File: src/design/wdpm_pkg.sv
// Package: widths, symbol codes, register indexes and the character mapping.
package wdpm_pkg;

	localparam int MAX_PATTERN = 16;
	localparam int POS_BITS    = 32;
	localparam int SYM_BITS    = 3;
	localparam int HIST_DEPTH  = MAX_PATTERN - 1;
	localparam int LEN_BITS    = $clog2(MAX_PATTERN + 1);
	localparam int IDX_BITS    = $clog2(MAX_PATTERN);
	localparam int FILL_BITS   = $clog2(HIST_DEPTH + 1);
	localparam int CODES_BITS  = SYM_BITS * MAX_PATTERN;
	localparam int CFG_IDX_BITS  = 2;
	localparam int CFG_DATA_BITS = 48;
	localparam int CHAR_BITS   = 8;
	localparam int MATCH_BITS  = 32;

	typedef logic [SYM_BITS-1:0] sym_t;

	localparam sym_t SYM_A     = 3'd0;
	localparam sym_t SYM_C     = 3'd1;
	localparam sym_t SYM_G     = 3'd2;
	localparam sym_t SYM_T     = 3'd3;
	localparam sym_t SYM_N     = 3'd4;
	localparam sym_t SYM_OTHER = 3'd5;

	typedef enum logic [CFG_IDX_BITS-1:0] {
		CFG_PATTERN_CODES  = 2'd0,
		CFG_WILDCARD_BITS  = 2'd1,
		CFG_PATTERN_LENGTH = 2'd2
	} cfg_idx_t;

	function automatic sym_t sym_of(input logic [CHAR_BITS-1:0] ch);
		sym_t s;
		case (ch)
			8'h41:   s = SYM_A;
			8'h43:   s = SYM_C;
			8'h47:   s = SYM_G;
			8'h54:   s = SYM_T;
			8'h4E:   s = SYM_N;
			default: s = SYM_OTHER;
		endcase
		return s;
	endfunction

endpackage

File: src/design/wdpm_ifs.sv
// Interfaces: text input, match output and configuration write channels.
interface wdpm_text_if;
	logic                             valid;
	logic                             ready;
	logic [wdpm_pkg::CHAR_BITS-1:0]   text_char;
	logic                             start_of_text;
	modport source (output valid, text_char, start_of_text, input ready);
	modport sink   (input valid, text_char, start_of_text, output ready);
endinterface

interface wdpm_match_if;
	logic                             valid;
	logic                             ready;
	logic [wdpm_pkg::MATCH_BITS-1:0]  match_start;
	modport source (output valid, match_start, input ready);
	modport sink   (input valid, match_start, output ready);
endinterface

interface wdpm_cfg_if;
	logic                                valid;
	logic                                ready;
	logic [wdpm_pkg::CFG_IDX_BITS-1:0]   index;
	logic [wdpm_pkg::CFG_DATA_BITS-1:0]  data;
	modport source (output valid, index, data, input ready);
	modport sink   (input valid, index, data, output ready);
endinterface

File: src/design/wildcard_dna_pattern_matcher.sv
// Top level: streaming wildcard pattern matcher over the last pattern_length symbols.
// The window compare is a single registered pass; a match is written to the output
// buffer when its last character is taken; one char per cycle while text_in.ready.
// A two-entry output buffer (output register plus skid) keeps text_in ready while
// a result waits; text_in.ready drops only when both entries are full.
// Reset (arst_n low, asynchronous): position, fill count, buffer cleared; pattern
// registers return to codes 0, no wildcards, length 1. Symbol history is not reset.
module wildcard_dna_pattern_matcher (
	input  logic               clk,
	input  logic               arst_n,
	wdpm_text_if.sink          text_in,
	wdpm_match_if.source       match_out,
	wdpm_cfg_if.sink           cfg
);

	// Configuration registers
	logic [wdpm_pkg::CODES_BITS-1:0]  pattern_codes_q;
	logic [wdpm_pkg::MAX_PATTERN-1:0] wildcard_bits_q;
	logic [wdpm_pkg::LEN_BITS-1:0]    pattern_length_q;

	// Text state; history is most recent first, guarded by fill_count_q
	wdpm_pkg::sym_t                   symbol_history_q [wdpm_pkg::HIST_DEPTH];
	logic [wdpm_pkg::POS_BITS-1:0]    char_position_q;
	logic [wdpm_pkg::FILL_BITS-1:0]   fill_count_q;

	// Output buffer
	logic                             out_valid_q;
	logic [wdpm_pkg::MATCH_BITS-1:0]  out_data_q;
	logic                             skid_valid_q;
	logic [wdpm_pkg::MATCH_BITS-1:0]  skid_data_q;

	logic accept;
	logic fire_out;

	assign cfg.ready     = 1'b1;
	assign text_in.ready = !skid_valid_q;
	assign accept        = text_in.valid && text_in.ready;
	assign fire_out      = out_valid_q && match_out.ready;

	assign match_out.valid       = out_valid_q;
	assign match_out.match_start = out_data_q;

	// Configuration writes; indexes past the list are dropped
	always_ff @(posedge clk or negedge arst_n) begin
		if (!arst_n) begin
			pattern_codes_q  <= '0;
			wildcard_bits_q  <= '0;
			pattern_length_q <= wdpm_pkg::LEN_BITS'(1);
		end else if (cfg.valid && cfg.ready) begin
			case (cfg.index)
				wdpm_pkg::CFG_PATTERN_CODES:
					pattern_codes_q <= cfg.data[wdpm_pkg::CODES_BITS-1:0];
				wdpm_pkg::CFG_WILDCARD_BITS:
					wildcard_bits_q <= cfg.data[wdpm_pkg::MAX_PATTERN-1:0];
				wdpm_pkg::CFG_PATTERN_LENGTH:
					pattern_length_q <= cfg.data[wdpm_pkg::LEN_BITS-1:0];
				default: ;
			endcase
		end
	end

	// ---- Per-character window compare ----
	wdpm_pkg::sym_t                   cur_sym;
	wdpm_pkg::sym_t                   win [wdpm_pkg::MAX_PATTERN];
	logic [wdpm_pkg::FILL_BITS-1:0]   fill_eff;     // history depth seen by this char
	logic [wdpm_pkg::POS_BITS-1:0]    pos_base;
	logic [wdpm_pkg::POS_BITS-1:0]    pos_next;
	logic [wdpm_pkg::LEN_BITS-1:0]    len_eff;      // length clamped to MAX_PATTERN
	logic [wdpm_pkg::IDX_BITS-1:0]    len_m1;
	logic [wdpm_pkg::MAX_PATTERN-1:0] pos_ok;
	logic                             len_fits;
	logic                             hit;
	logic [wdpm_pkg::MATCH_BITS-1:0]  start_pos;

	always_comb begin
		cur_sym  = wdpm_pkg::sym_of(text_in.text_char);
		fill_eff = text_in.start_of_text ? '0 : fill_count_q;
		pos_base = text_in.start_of_text ? '0 : char_position_q;
		// saturating position count
		pos_next = (&pos_base) ? pos_base : pos_base + wdpm_pkg::POS_BITS'(1);

		len_eff = (pattern_length_q > wdpm_pkg::LEN_BITS'(wdpm_pkg::MAX_PATTERN)) ?
			wdpm_pkg::LEN_BITS'(wdpm_pkg::MAX_PATTERN) : pattern_length_q;
		len_m1  = wdpm_pkg::IDX_BITS'(len_eff - wdpm_pkg::LEN_BITS'(1));
		// length must be nonzero and no longer than the symbols seen so far
		len_fits = (len_eff != '0) &&
			(len_eff <= wdpm_pkg::LEN_BITS'(fill_eff) + wdpm_pkg::LEN_BITS'(1));

		win[0] = cur_sym;
		for (int k = 1; k < wdpm_pkg::MAX_PATTERN; k++) begin
			win[k] = symbol_history_q[k-1];
		end

		// pattern position k lines up with window slot len-1-k
		for (int k = 0; k < wdpm_pkg::MAX_PATTERN; k++) begin
			pos_ok[k] = (wdpm_pkg::LEN_BITS'(k) >= len_eff) || wildcard_bits_q[k] ||
				(pattern_codes_q[wdpm_pkg::SYM_BITS*k +: wdpm_pkg::SYM_BITS] ==
				 win[len_m1 - wdpm_pkg::IDX_BITS'(k)]);
		end

		hit       = len_fits && (&pos_ok);
		start_pos = wdpm_pkg::MATCH_BITS'(pos_next - wdpm_pkg::POS_BITS'(len_eff)
			+ wdpm_pkg::POS_BITS'(1));
	end

	// Text state update on each accepted transaction
	always_ff @(posedge clk or negedge arst_n) begin
		if (!arst_n) begin
			char_position_q <= '0;
			fill_count_q    <= '0;
		end else if (accept) begin
			char_position_q <= pos_next;
			if (fill_eff != wdpm_pkg::FILL_BITS'(wdpm_pkg::HIST_DEPTH))
				fill_count_q <= fill_eff + wdpm_pkg::FILL_BITS'(1);
			else
				fill_count_q <= fill_eff;
		end
	end

	always_ff @(posedge clk) begin
		if (accept) begin
			symbol_history_q[0] <= cur_sym;
			for (int k = 1; k < wdpm_pkg::HIST_DEPTH; k++) begin
				symbol_history_q[k] <= symbol_history_q[k-1];
			end
		end
	end

	// ---- Output buffer: pop, refill from skid, then push new match ----
	logic                            o_v_n, s_v_n;
	logic [wdpm_pkg::MATCH_BITS-1:0] o_d_n, s_d_n;

	always_comb begin
		o_v_n = out_valid_q && !fire_out;
		o_d_n = out_data_q;
		s_v_n = skid_valid_q;
		s_d_n = skid_data_q;
		if (fire_out && skid_valid_q) begin
			o_v_n = 1'b1;
			o_d_n = skid_data_q;
			s_v_n = 1'b0;
		end
		if (accept && hit) begin
			if (!o_v_n) begin
				o_v_n = 1'b1;
				o_d_n = start_pos;
			end else begin
				s_v_n = 1'b1;
				s_d_n = start_pos;
			end
		end
	end

	always_ff @(posedge clk or negedge arst_n) begin
		if (!arst_n) begin
			out_valid_q  <= 1'b0;
			skid_valid_q <= 1'b0;
		end else begin
			out_valid_q  <= o_v_n;
			skid_valid_q <= s_v_n;
		end
	end

	always_ff @(posedge clk) begin
		out_data_q  <= o_d_n;
		skid_data_q <= s_d_n;
	end

endmodule
File: src/flat_wrapper.sv
// flat-port wrapper written by rule: the top's interface ports become plain ports
module wildcard_dna_pattern_matcher_flat 
  (clk, arst_n, text_in_valid, text_in_text_char, text_in_start_of_text, text_in_ready, match_out_valid, match_out_match_start, match_out_ready, cfg_valid, cfg_index, cfg_data, cfg_ready);
  wdpm_text_if text_in_i ();
  wdpm_match_if match_out_i ();
  wdpm_cfg_if cfg_i ();
  input  logic clk;
  input  logic arst_n;
  input wire logic [$bits(text_in_i.valid)-1:0] text_in_valid;
  input wire logic [$bits(text_in_i.text_char)-1:0] text_in_text_char;
  input wire logic [$bits(text_in_i.start_of_text)-1:0] text_in_start_of_text;
  output wire logic [$bits(text_in_i.ready)-1:0] text_in_ready;
  output wire logic [$bits(match_out_i.valid)-1:0] match_out_valid;
  output wire logic [$bits(match_out_i.match_start)-1:0] match_out_match_start;
  input wire logic [$bits(match_out_i.ready)-1:0] match_out_ready;
  input wire logic [$bits(cfg_i.valid)-1:0] cfg_valid;
  input wire logic [$bits(cfg_i.index)-1:0] cfg_index;
  input wire logic [$bits(cfg_i.data)-1:0] cfg_data;
  output wire logic [$bits(cfg_i.ready)-1:0] cfg_ready;
  assign text_in_i.valid = text_in_valid;
  assign text_in_i.text_char = text_in_text_char;
  assign text_in_i.start_of_text = text_in_start_of_text;
  assign text_in_ready = text_in_i.ready;
  assign match_out_valid = match_out_i.valid;
  assign match_out_match_start = match_out_i.match_start;
  assign match_out_i.ready = match_out_ready;
  assign cfg_i.valid = cfg_valid;
  assign cfg_i.index = cfg_index;
  assign cfg_i.data = cfg_data;
  assign cfg_ready = cfg_i.ready;
  wildcard_dna_pattern_matcher u_core (.clk(clk), .arst_n(arst_n), .text_in(text_in_i), .match_out(match_out_i), .cfg(cfg_i));
endmodule
File: config.mk
export PLATFORM = sky130hd
export DESIGN_NAME = wildcard_dna_pattern_matcher_flat
export DESIGN_NICKNAME = d
export VERILOG_FILES = /design/src/design/wdpm_pkg.sv /design/src/design/wdpm_ifs.sv /design/src/design/wildcard_dna_pattern_matcher.sv /design/src/flat_wrapper.sv
export SDC_FILE = /design/constraint.sdc
export NUM_CORES = 1
export LEC_CHECK = 0
export BUFFER_PORTS_ARGS = -buffer_cell sky130_fd_sc_hd__buf_2
export CORE_MARGIN = 3
export CORE_UTILIZATION = 56
export DETAILED_ROUTE_END_ITERATION = 8
export PLACE_DENSITY = 0.77
export SKIP_LAST_GASP = 1
export SLEW_MARGIN = 20
export SYNTH_ARGS = -nofsm -noshare
export SYNTH_HDL_FRONTEND = slang
export SYNTH_SLANG_ARGS = --single-unit
File: constraint.sdc
create_clock -name clk -period 6 [get_ports clk]
set_input_delay 1.2 -clock clk [delete_from_list [all_inputs] [get_ports clk]]
set_output_delay 1.2 -clock clk [all_outputs]
set_load 0.05 [all_outputs]
==> metrics.txt <==
outcome=finished, final reports clean; Tightest Pin Transition=0.9607 ns; commonest register cell after synthesis=dfrtp_1; die extent in x=171.2 µm; core area=0.02643 mm²; asr flop ratio synth=49.54%; largest net degree at the start of global routing=75; Max Freq=0.1771 GHz; switching share of power=35.42%; fillcell total=2,042; final setup vio count=0; Post-synth EDFFs=77; Synth Register Bits=216; mapped cell area=0.01529 mm²; Starting Density=57.84%; Mapped Cells=1,495; combinational power share=36.6%; Core Util, Final=66.58%; Non-Filler Instances=1,991; most frequent cells in the layout=nand2_1, mux2_2, dfrtp_1; TritonCTS clock tree=yes; H-tree Lvls=1; Internal Power=0.003598 W; Pwr Density=316.6 mW/mm²; drt wl/cell=21.11 µm; GRT Overall Usage=28.55%; cell taking the most area after synthesis=dfrtp_1; final hold violations=0; # placed instances=1,945; Final min period=5.648 ns; Final nets=1,758; worst min-delay path category=reg2reg; YS warnings=0; CP max FO=10; Clock Tree Buf Depth=3; Area after DPL=0.01658 mm²; element type at the critical path start=primary input; slowest CP cell=a311o_1; vias in the first global route=12,280; Total Wirelength=42.03 mm; Die Y=171.2 µm; DIE AREA=0.02932 mm²; CP endpoint kind=flop; sequential share of power=30.8%; global-route wire length before repair=66.96 mm; CP Class=in2reg; IO Port Bufs=97; row count=59; Ports=99; Leak=7.589 nW; Final Skew=0.01608 ns; synth top area cells=dfrtp_1, edfxtp_1, mux2_2; initial DRC count=1,447; Worst EP arrival=6.08 ns; DR pass1 iterations=6; RSZ-0062 raised after global routing=false; antenna viol nets, final=0; crit-path leading delay family=compound AO/OA/AOI/OAI gates; CTS Root Cell=clkbuf_16; Worst-path clk slew=0.06 ns; max capacitance violation total=0; Overflow after GRT=0; Crit path buffers/inverters=4; share of the yosys chip area belonging to registers=36.84%; Worst EP required=6.43 ns; hold slack=0.4987 ns; layout cell share with drive strength beyond 1=26.39%; Worst Setup Slack, final=0.3520 ns; CTS Buf Count=25; clock network fraction of total power=32.6%; Switch Pwr=0.001973 W; via/cell ratio=6.382; VDD IR-drop max=0.0002495 V; CTS resizes=0; Slew Limit Fails=0; CP peak stage delay=0.40 ns; most common cell after layout, fill and taps aside=nand2_1; post-synth top area share=17.35%; diodes inserted=0; Netlist cell types=97; initial antenna violation count=0; area grow syn2layout=15.11%; critical-path cell list=buf_2 > buf_4 > nor2b_1 > ha_1 > nand4_1 > nor4_4 > and2_1 > mux2i_1 > ha_1 > inv_1 > ha_1 > a21oi_1 > and4b_1 > o32a_1 > a2111oi_2 > buf_4 > o31ai_1 > o41ai_2 > o21ai_0 > a311o_1 > xor2_1 > mux2_4; max_slew headroom=35.95%; Residual DRC=0; worst-skew pair later-pin latency=0.56 ns; gpl congestion=0.9573; setup bufs post-CTS=0; dpl hpwl=30.64 mm; Sink Count=216; Final period util=94.13%; fin area=0.01760 mm²; hold_buf cts=0; pre-CTS WS=-0.2594 ns; Vias=12,710; most repeated library cell on the critical path=ha_1; Mapped Nets=1,616; Avg Cell Area, Syn=10.23 µm²
[logic make-up after synthesis]
group / Yosys count / synth area share, %
simple gates: 403 / 13.81
compound gates: 345 / 15.57
mux: 219 / 18.97
flops: 216 / 36.84
buf+inv: 152 / 4.231
xor+xnor: 102 / 5.844
fa+ha+maj: 57 / 4.714
other cells: 1 / 0.02453
[per-stage QoR]
stage               total power, W  setup TNS, ns
floorplan                 0.003121              0
global placement          0.003679        -0.2266
detailed placement        0.003721        -0.8681
CTS                       0.005546              0
global route              0.005812              0
finish                    0.005570              0
[final cells by class]
class / instances / area, µm² / area share [%]
inverters: 77 / 291.5 / 1.657
repair buffers: 190 / 1199 / 6.812
clock inverters: 8 / 137.6 / 0.7821
flip-flops and latches: 216 / 5632 / 32.00
well taps: 335 / 419.2 / 2.382
clock buffers: 38 / 873.3 / 4.963
multi-input cells: 1127 / 9045 / 51.40
[registers in the layout, indices dropped and copies added (netlist names)]
signal,flops
u_core.skid_valid_q,1
u_core.skid_data_q,32
u_core.pattern_codes_q,48
u_core.symbol_history_q,45
u_core.match_out.valid,1
u_core.wildcard_bits_q,16
u_core.pattern_length_q,5
u_core.fill_count_q,4
u_core.match_out.match_start,32
u_core.char_position_q,32
[path summary, 6_finish.rpt]
path	startpoint	endpoint	slack [ns]	cells after the start
min	u_core.char_position_q[28]	u_core.char_position_q[28]	0.50	2
max reg2reg	u_core.char_position_q[14]	u_core.match_out.match_start[30]	0.53	19
max in group asynchronous	arst_n	u_core.char_position_q[9]	4.11	2
min reg2reg	u_core.char_position_q[28]	u_core.char_position_q[28]	0.50	2
min in group asynchronous	arst_n	u_core.pattern_codes_q[42]	0.58	1
max	text_in_start_of_text	u_core.match_out.match_start[30]	0.35	22
[layer usage]
metal	global-route usage [%]	wire length, µm	up-vias	share of wire, %
li1	-	-	5878	-
met1	42.32	18710	6144	45
met2	43.29	18320	600	44
met3	5.355	3901	84	9.3
met4	7.733	1105	0	2.6
met5	0	0	-	0
[synthesized netlist by cell type (27+ instances only)]
library cell / n
nand2_1: 121
dfrtp_1: 106
mux2_2: 106
o21ai_0: 79
edfxtp_1: 77
inv_1: 73
nor2_1: 69
a21oi_1: 66
xnor2_1: 64
ha_1: 56
clkbuf_1: 49
mux2i_1: 49
xor2_1: 38
mux4_2: 34
dfxtp_1: 32
nand3_1: 31
mux2_4: 30
nor3_1: 27
[worst reg2reg max path: cells and delay by family, from the launching register on]
family                   cells  cell delay, ns
buffers and inverters        2            0.24
flip-flops                   1            0.43
adder cells (fa/ha/maj)      2            0.47
multiplexers                 2            0.54
AO/OA/AOI/OAI                7            1.95
XOR/XNOR                     1            0.16
AND/OR/NAND/NOR              5            1.57
[power by group through the flow]
stage / Sequential [W] / Clock [W] / Combinational [W]
2_1_floorplan: 0.00170 / 0 / 0.00142
5_1_grt: 0.00173 / 0.00190 / 0.00219
3_5_place_dp: 0.00174 / 0 / 0.00198
6_report: 0.00172 / 0.00182 / 0.00204
3_3_place_gp: 0.00174 / 0 / 0.00194
4_1_cts: 0.00171 / 0.00184 / 0.00199
Note: power is estimated with default switching activity, not from simulation.
